--- config.mk ---
export PLATFORM = sky130hd
export DESIGN_NAME = length_prefixed_frame_deframer
export DESIGN_NICKNAME = d
export VERILOG_FILES = /design/src/sv/lpfd_pkg.sv /design/src/sv/lpfd_in_stage.sv /design/src/sv/lpfd_parser.sv /design/src/sv/lpfd_out_stage.sv /design/src/sv/length_prefixed_frame_deframer.sv
export SDC_FILE = /design/constraint.sdc
export NUM_CORES = 1
export LEC_CHECK = 0
export BUFFER_PORTS_ARGS = -buffer_cell sky130_fd_sc_hd__clkbuf_2
export CAP_MARGIN = 10
export CORE_UTILIZATION = 35
export DETAILED_ROUTE_END_ITERATION = 6
export GPL_TIMING_DRIVEN = 0
export PLACE_DENSITY = 0.48
export SLEW_MARGIN = 20
export SYNTH_ARGS = -nofsm -noshare
export SYNTH_HDL_FRONTEND = slang
export SYNTH_SLANG_ARGS = --single-unit
--- constraint.sdc ---
create_clock -name clk -period 12.06 [get_ports clk]
set_clock_uncertainty 0.05 [all_clocks]
set_input_delay 0 -clock clk [delete_from_list [all_inputs] [get_ports clk]]
set_output_delay 0 -clock clk [all_outputs]
set_load 0.02 [all_outputs]
--- src/sv/lpfd_pkg.sv ---
`timescale 1ns / 1ps
// Shared types and constants for the length-prefixed frame deframer.
// No dependencies; imported by every module of the block.
package lpfd_pkg;

  localparam int TAG_BYTES    = 16;
  localparam int HEADER_BYTES = 4;

  localparam logic [7:0] FTYPE_CRYPTO = 8'd0;
  localparam logic [7:0] FTYPE_STREAM = 8'd1;

  localparam logic [1:0] KIND_HEADER  = 2'd0;
  localparam logic [1:0] KIND_PAYLOAD = 2'd1;
  localparam logic [1:0] KIND_TAG     = 2'd2;
  localparam logic [1:0] KIND_DROPPED = 2'd3;

  localparam logic [1:0] ERR_NONE = 2'd0;
  localparam logic [1:0] ERR_KEY  = 2'd1;
  localparam logic [1:0] ERR_TYPE = 2'd2;

  localparam logic [16:0] TAG_LEN   = 17'(TAG_BYTES);
  localparam logic [2:0]  HDR_COUNT = 3'(HEADER_BYTES);

  typedef struct packed {
    logic [7:0] data_byte;
    logic       chunk_last;
  } lpfd_beat_t;

  typedef struct packed {
    logic [7:0]  out_byte;
    logic [1:0]  byte_kind;
    logic [7:0]  key_kind;
    logic [7:0]  frame_kind;
    logic [15:0] payload_length;
    logic        frame_end;
    logic [1:0]  error_code;
    logic        chunk_done;
  } lpfd_result_t;

  typedef struct packed {
    logic [2:0] header_count;
    logic [1:0] error_code;
  } lpfd_status_t;

endpackage

--- src/sv/lpfd_in_stage.sv ---
`timescale 1ns / 1ps
// Input register of the deframer: holds one stream beat for the parser.
// Depends on lpfd_pkg.
module lpfd_in_stage (
  input  logic               clk,
  input  logic               rst_n,
  input  logic               in_valid,
  output logic               in_ready,
  input  lpfd_pkg::lpfd_beat_t in_beat,
  input  logic               advance,
  output logic               beat_valid,
  output lpfd_pkg::lpfd_beat_t beat
);
  import lpfd_pkg::*;

  logic       valid_r;
  lpfd_beat_t beat_r;

  assign in_ready   = !valid_r || advance;
  assign beat_valid = valid_r;
  assign beat       = beat_r;

  always_ff @(posedge clk) begin
    if (!rst_n) begin
      valid_r <= 1'b0;
    end else if (in_ready) begin
      valid_r <= in_valid;
    end
  end

  always_ff @(posedge clk) begin
    if (in_ready && in_valid) begin
      beat_r <= in_beat;
    end
  end

endmodule

--- src/sv/lpfd_parser.sv ---
`timescale 1ns / 1ps
// Frame parser: header capture, header check, payload/tag countdown, sticky error.
// Depends on lpfd_pkg.
module lpfd_parser (
  input  logic                 clk,
  input  logic                 rst_n,
  input  logic                 step,
  input  lpfd_pkg::lpfd_beat_t beat,
  input  logic [1:0]           read_key_level,
  output lpfd_pkg::lpfd_result_t result,
  output lpfd_pkg::lpfd_status_t status
);
  import lpfd_pkg::*;

  logic [2:0]  hc_r, hc_nxt;
  logic [7:0]  key_r, key_nxt;
  logic [7:0]  type_r, type_nxt;
  logic [15:0] len_r, len_nxt;
  logic [16:0] rem_r, rem_nxt;
  logic [1:0]  err_r, err_nxt;
  logic [1:0]  kind;
  logic [1:0]  pos;
  logic        frame_end;

  always_comb begin
    hc_nxt    = hc_r;
    key_nxt   = key_r;
    type_nxt  = type_r;
    len_nxt   = len_r;
    rem_nxt   = rem_r;
    err_nxt   = err_r;
    frame_end = 1'b0;
    kind      = KIND_DROPPED;
    pos       = (hc_r < HDR_COUNT) ? hc_r[1:0] : 2'd0;
    if (err_r != ERR_NONE) begin
      kind = KIND_DROPPED;
    end else if (hc_r < HDR_COUNT || rem_r == 17'd0) begin
      kind = KIND_HEADER;
      case (pos)
        2'd0: begin
          key_nxt  = beat.data_byte;
          type_nxt = 8'd0;
          len_nxt  = 16'd0;
        end
        2'd1: type_nxt = beat.data_byte;
        2'd2: len_nxt  = {len_r[15:8], beat.data_byte};
        default: len_nxt = {beat.data_byte, len_r[7:0]};
      endcase
      hc_nxt = {1'b0, pos} + 3'd1;
      if (pos == 2'd3) begin
        if (key_nxt != 8'd0 && key_nxt > {6'd0, read_key_level}) begin
          err_nxt = ERR_KEY;
        end else if (!(type_nxt inside {FTYPE_CRYPTO, FTYPE_STREAM})) begin
          err_nxt = ERR_TYPE;
        end
        rem_nxt = {1'b0, len_nxt} + TAG_LEN;
        if (err_nxt == ERR_NONE && rem_nxt == 17'd0) begin
          frame_end = 1'b1;
          hc_nxt    = 3'd0;
        end
      end
    end else begin
      kind    = (rem_r > TAG_LEN) ? KIND_PAYLOAD : KIND_TAG;
      rem_nxt = rem_r - 17'd1;
      if (rem_r == 17'd1) begin
        frame_end = 1'b1;
        hc_nxt    = 3'd0;
      end
    end
  end

  always_ff @(posedge clk) begin
    if (!rst_n) begin
      hc_r   <= 3'd0;
      key_r  <= 8'd0;
      type_r <= 8'd0;
      len_r  <= 16'd0;
      rem_r  <= 17'd0;
      err_r  <= ERR_NONE;
    end else if (step) begin
      hc_r   <= hc_nxt;
      key_r  <= key_nxt;
      type_r <= type_nxt;
      len_r  <= len_nxt;
      rem_r  <= rem_nxt;
      err_r  <= err_nxt;
    end
  end

  assign result.out_byte       = beat.data_byte;
  assign result.byte_kind      = kind;
  assign result.key_kind       = key_nxt;
  assign result.frame_kind     = type_nxt;
  assign result.payload_length = len_nxt;
  assign result.frame_end      = frame_end;
  assign result.error_code     = err_nxt;
  assign result.chunk_done     = beat.chunk_last;

  assign status.header_count = hc_r;
  assign status.error_code   = err_r;

endmodule

--- src/sv/lpfd_out_stage.sv ---
`timescale 1ns / 1ps
// Result register of the deframer: holds one labelled beat until taken.
// Depends on lpfd_pkg.
module lpfd_out_stage (
  input  logic                   clk,
  input  logic                   rst_n,
  input  logic                   res_valid,
  input  lpfd_pkg::lpfd_result_t res,
  output logic                   advance,
  output logic                   out_valid,
  input  logic                   out_ready,
  output lpfd_pkg::lpfd_result_t out_res
);
  import lpfd_pkg::*;

  logic         valid_r;
  lpfd_result_t res_r;

  assign advance   = !valid_r || out_ready;
  assign out_valid = valid_r;
  assign out_res   = res_r;

  always_ff @(posedge clk) begin
    if (!rst_n) begin
      valid_r <= 1'b0;
    end else if (advance) begin
      valid_r <= res_valid;
    end
  end

  always_ff @(posedge clk) begin
    if (advance && res_valid) begin
      res_r <= res;
    end
  end

endmodule

--- src/sv/length_prefixed_frame_deframer.sv ---
`timescale 1ns / 1ps
// Top level of the length-prefixed frame deframer.
// Depends on lpfd_pkg, lpfd_in_stage, lpfd_parser and lpfd_out_stage.
//
// Input channel (in_valid/in_ready): one stream byte per beat, chunk_last
// echoed only. Output channel (out_valid/out_ready): one labelled beat per
// input beat: header, payload, tag or dropped, with the current frame's key
// type, frame type and payload length, a flag on the frame's last byte and
// the sticky error code. Config channel (cfg_valid/cfg_ready) writes the
// read key level; it is always ready. The user must see that it is written
// only while idle; the block itself does not enforce this. An accepted beat
// passes the input register, the combinational parse and the result register.
// Throughput: one beat per cycle while out_ready holds. Reset (synchronous,
// rst_n low) clears the frame state, the error and the key level and empties
// both registers. When the receiver stalls, the result register holds; an
// empty input register still takes one more beat, after which in_ready drops
// until out_ready returns.
module length_prefixed_frame_deframer (
  input  logic        clk,
  input  logic        rst_n,
  input  logic        in_valid,
  output logic        in_ready,
  input  logic [7:0]  in_data_byte,
  input  logic        in_chunk_last,
  output logic        out_valid,
  input  logic        out_ready,
  output logic [7:0]  out_out_byte,
  output logic [1:0]  out_byte_kind,
  output logic [7:0]  out_key_kind,
  output logic [7:0]  out_frame_kind,
  output logic [15:0] out_payload_length,
  output logic        out_frame_end,
  output logic [1:0]  out_error_code,
  output logic        out_chunk_done,
  input  logic        cfg_valid,
  output logic        cfg_ready,
  input  logic [1:0]  cfg_read_key_level
);
  import lpfd_pkg::*;

  logic [1:0]   level_r;
  lpfd_beat_t   in_beat;
  lpfd_beat_t   beat;
  logic         beat_valid;
  logic         advance;
  logic         step;
  lpfd_result_t res;
  lpfd_result_t out_res;
  lpfd_status_t status;

  assign cfg_ready = 1'b1;

  always_ff @(posedge clk) begin
    if (!rst_n) begin
      level_r <= 2'd0;
    end else if (cfg_valid && cfg_ready) begin
      level_r <= cfg_read_key_level;
    end
  end

  assign in_beat.data_byte  = in_data_byte;
  assign in_beat.chunk_last = in_chunk_last;
  assign step               = beat_valid && advance;

  lpfd_in_stage u_in (
    .clk        (clk),
    .rst_n      (rst_n),
    .in_valid   (in_valid),
    .in_ready   (in_ready),
    .in_beat    (in_beat),
    .advance    (advance),
    .beat_valid (beat_valid),
    .beat       (beat)
  );

  lpfd_parser u_parser (
    .clk            (clk),
    .rst_n          (rst_n),
    .step           (step),
    .beat           (beat),
    .read_key_level (level_r),
    .result         (res),
    .status         (status)
  );

  lpfd_out_stage u_out (
    .clk       (clk),
    .rst_n     (rst_n),
    .res_valid (beat_valid),
    .res       (res),
    .advance   (advance),
    .out_valid (out_valid),
    .out_ready (out_ready),
    .out_res   (out_res)
  );

  assign out_out_byte       = out_res.out_byte;
  assign out_byte_kind      = out_res.byte_kind;
  assign out_key_kind       = out_res.key_kind;
  assign out_frame_kind     = out_res.frame_kind;
  assign out_payload_length = out_res.payload_length;
  assign out_frame_end      = out_res.frame_end;
  assign out_error_code     = out_res.error_code;
  assign out_chunk_done     = out_res.chunk_done;

`ifndef SYNTHESIS
  a_err_sticky: assert property (@(posedge clk) disable iff (!rst_n)
    (status.error_code != ERR_NONE) |=> (status.error_code == $past(status.error_code)))
    else $error("sticky error changed");

  a_hdr_count: assert property (@(posedge clk) disable iff (!rst_n)
    status.header_count <= HDR_COUNT)
    else $error("header count out of range");

  a_drop_err: assert property (@(posedge clk) disable iff (!rst_n)
    (out_valid && out_byte_kind == KIND_DROPPED) |-> (out_error_code != ERR_NONE))
    else $error("dropped beat without error");

  a_end_kind: assert property (@(posedge clk) disable iff (!rst_n)
    (out_valid && out_frame_end) |-> (out_byte_kind != KIND_DROPPED &&
                                      out_byte_kind != KIND_PAYLOAD))
    else $error("frame end on payload or dropped beat");
`endif

endmodule
==> reports/results.tsv <==
stage	metric	value	unit
clock_tree	CTS root buffer	clkbuf_16	
clock_tree	Clk Latency, worst-skew pair	0.41	ns
setup_path	Setup Crit Path Kind	flip-flop to flip-flop	
synthesis	synth cell count leaders	nand2_1 (79), dfxtp_1 (58), o21ai_0 (58), nor2_1 (57), edfxtp_1 (55)	
synthesis	sequential area share after synthesis	0.511	
sta	fmax	0.204	GHz
routing	first-iteration detailed-routing DRC count	293	
synthesis	count leader, synth	nand2_1	
synthesis	Netlist cell types	60	
floorplanning	Vert. Die Dim	127	um
sta	Slew Viols, Final	0	
finish	final net count	709	
synthesis	asr flop ratio synth	0	
pwr	Pleak	2.64	nW
routing	DRC Markers	0	
synthesis	share of the synthesized area in the top cell type	0.300	
floorplanning	FP Rows	45	
finish	fin util	0.451	
synthesis	number of synthesized flops with an enable pin	55	
pwr	PD cells	145	nW/um2
clock_tree	Worst-path clk slew	0.05	ns
synthesis	XOR/XNOR Fraction of Synth Area	0.0127	
hold_path	class of the worst hold path	input port to flip-flop	
synthesis	post-synthesis mux area share	0.0694	
clock_tree	postcts setup bufs	0	
setup_path	Critical R2R Capture	u_out.out_res[3]$_SDFFCE_PP0P_	
floorplanning	Starting Density	0.361	
sta	final setup fails	0	
global_route	largest net degree at the start of global routing	26	
floorplanning	number of I/O pins	65	
routing	DR vias	4806	
setup_path	WP data arrival	5.11	ns
placed_design	IO Port Bufs	63	
setup_path	Worst R2R Start	u_parser.hc_r[1]$_SDFFE_PN0P_	
hold_path	hold_sp	in_data_byte[4]	
clock_tree	H-tree Lvls	4	
setup_path	CP Max Fanout	11	
global_route	Congestion Overflow GR	0	
finish	ratio of cells with drive above 1 in the final layout	0.182	
run_status	outcome	completed	
routing	wirelength, routed	15.5	mm
clock_tree	Num CTS Buffers	17	
global_route	initial antenna violation count	0	
synthesis	Most used DFF post-synth	dfxtp_1	
global_route	global-route usage over all layers	0.203	
pwr	total power	1.00	mW
sta	WHS	0.253	ns
sta	RSZ-0062 raised after global routing	false	
floorplanning	Core Footprint	15300	um2
setup_path	Critical Path Start Type	flip-flop	
setup_path	Worst R2R Setup Slack	7.15	ns
setup_path	Critical Path RT	12.27	ns
sta	setup_tns	0	ns
synthesis	Cell Area, Synth	5500	um2
sta	Tcrit/Tclk final	0.407	
synthesis	top area cells in the synthesized netlist	edfxtp_1 (30%), dfxtp_1 (21%), nand2_1 (5.4%), o21ai_0 (5.3%), nor2_1 (3.9%)	
routing	antenna-violating nets left	0	
clock_tree	CTS tree	yes	
clock_tree	clock sink count	113	
synthesis	#FFs+latches synth	113	
setup_path	Critical Path End Type	flip-flop	
synthesis	Net Count, Synth	608	
sta	worst slew pin tran	0.901	ns
pwr	VDD IR max	0.0889	mV
synthesis	area share of fa/ha/maj cells after synthesis	0.0159	
hold_path	worst hold stages	2	
placed_design	routability cong.	0.834	
finish	Area Growth Syn to Fin	25.1	%
routing	Routed wire per std cell	17.1	um
global_route	vias in the first global route	4652	
synthesis	Avg Cell Area, Syn	9.40	um2
synthesis	main combinational cell family by area after synthesis	simple AND/OR/NAND/NOR gates	
setup_path	reg2reg path depth	16	
synthesis	complex-gate fraction of the synthesized area	0.156	
sta	Final Hold Viols	0	
floorplanning	DIE AREA	16200	um2
job	max_cap viols	0	
routing	Avg Vias per Cell	5.28	
global_route	first-pass GRT wire length	24.8	mm
synthesis	area leader, netlist	edfxtp_1	
placed_design	post-detail-place hpwl	11.2	mm
synthesis	synthesized netlist cell count	585	
synthesis	Syn. warnings	0	
sta	Slew headroom	0.382	
clock_tree	clock buffer depth	2	
finish	ANT cells	0	
hold_path	Hold Path Sink	u_in.beat[5]$_DFFE_PP_	
synthesis	Post-Synth Simple-Gate Area	0.202	
floorplanning	Die Width	127	um
routing	Initial DRT Pass Iterations	5	
sta	Tmin final	4.91	ns
## worst max-delay path: stages (launching register included)
cell	delay, ns
dfxtp_1	0.34
and2b_4	0.20
inv_4	0.14
buf_2	0.29
ha_1	0.34
buf_2	0.28
nand2_1	0.07
o21ai_1	0.27
ha_1	0.28
inv_1	0.05
o31ai_1	0.68
nand4_2	0.31
or3_1	0.43
a2111oi_0	0.34
nor4b_2	0.39
nand2_1	0.10
a21boi_1	0.17
## what timing repair did
| item | 4_1_cts | 5_1_grt |
|---|---|---|
| endpoints found under the hold margin | 19 | 0 |
| gates resized for setup | 0 | 0 |
| hold buffers | 17 | 0 |
## metal layers
layer | global-route usage | vias to the layer above | routed length (um)
li1 | - | 2344 | -
met1 | 0.258 | 2316 | 7140
met2 | 0.331 | 115 | 7360
met3 | 0.0369 | 31 | 613
met4 | 0.100 | 0 | 436
met5 | 0 | - | 0
## layout make-up
class                      count  area, um2
multi-input combinational    429       2520
inverter                       8       32.5
sequential                   113       2810
clock inverter                14        141
buffer                        35        145
fill                        1512       8370
timing repair buffer          82        541
tap                          211        264
clock buffer                  18        429
## flip-flops by register name, summed over array words and instances, names as in the netlist, 2 cells and up
name,count
u_parser.err_r,2
level_r,2
u_parser.len_r,16
u_parser.type_r,8
u_parser.rem_r,17
u_in.beat,9
u_out.out_res,46
u_parser.hc_r,3
u_parser.key_r,8
## placed cells by master (no fill, tap or decap), types with 7 or more instances in the layout
cell type | synthesis | final
mux2i_1 | 19 | 19
edfxtp_1 | 55 | 55
nand2_1 | 79 | 79
mux2_2 | 13 | 13
ha_1 | 7 | 7
clkbuf_1 | 29 | 30
nor2_1 | 57 | 57
clkbuf_16 | 0 | 17
nor4_1 | 7 | 7
nand3_1 | 26 | 26
clkbuf_2 | 0 | 63
dlygate4sd3_1 | 0 | 17
or3_1 | 9 | 9
nor3_1 | 19 | 19
o21ai_0 | 58 | 58
dfxtp_1 | 58 | 58
a211oi_1 | 17 | 17
a21oi_1 | 41 | 41
a22oi_1 | 7 | 7
## cells by family (layout without fill, tap and decap cells)
logic type	Yosys count	in the layout
xor+xnor	8	8
other cells	1	1
buf+inv	43	157
simple gates	232	232
fa+ha+maj	7	7
flops	113	113
mux	35	35
compound gates	146	146
## through the flow
stage                     instance area (um2)  worst slack (ns)  std cells
final                                    6880              7.15        910
after global routing                     6880              6.67        910
after CTS                                6880              7.19        910
after detailed placement                 6140              7.21        861
after global placement                   6080              6.47        859
after floorplan                          5500              8.00        585
## power breakdown
group	internal (mW)	switching [mW]	leakage, nW
combinational	0.0337	0.0560	1.38
clock	0.302	0.178	0.263
sequential	0.420	0.0108	0.999
## worst max-delay path by stage
| stage | startpoint | endpoint | slack (ns) |
|---|---|---|---|
| after CTS | u_parser.hc_r[1]$_SDFFE_PN0P_ | u_out.out_res[3]$_SDFFCE_PP0P_ | 7.19 |
| final | u_parser.hc_r[1]$_SDFFE_PN0P_ | u_out.out_res[3]$_SDFFCE_PP0P_ | 7.15 |
| after global routing | u_parser.hc_r[1]$_SDFFE_PN0P_ | u_out.out_res[3]$_SDFFCE_PP0P_ | 6.67 |
| after detailed placement | u_parser.hc_r[1]$_SDFFE_PN0P_ | u_out.out_res[3]$_SDFFCE_PP0P_ | 7.21 |
| after floorplan | u_out.out_valid$_SDFFE_PN0P_ | u_parser.key_r[7]$_SDFFE_PN0P_ | 8.00 |
| after global placement | u_out.out_valid$_SDFFE_PN0P_ | u_parser.rem_r[10]$_SDFFE_PN0P_ | 6.47 |
(Power assumes the default switching activity.)
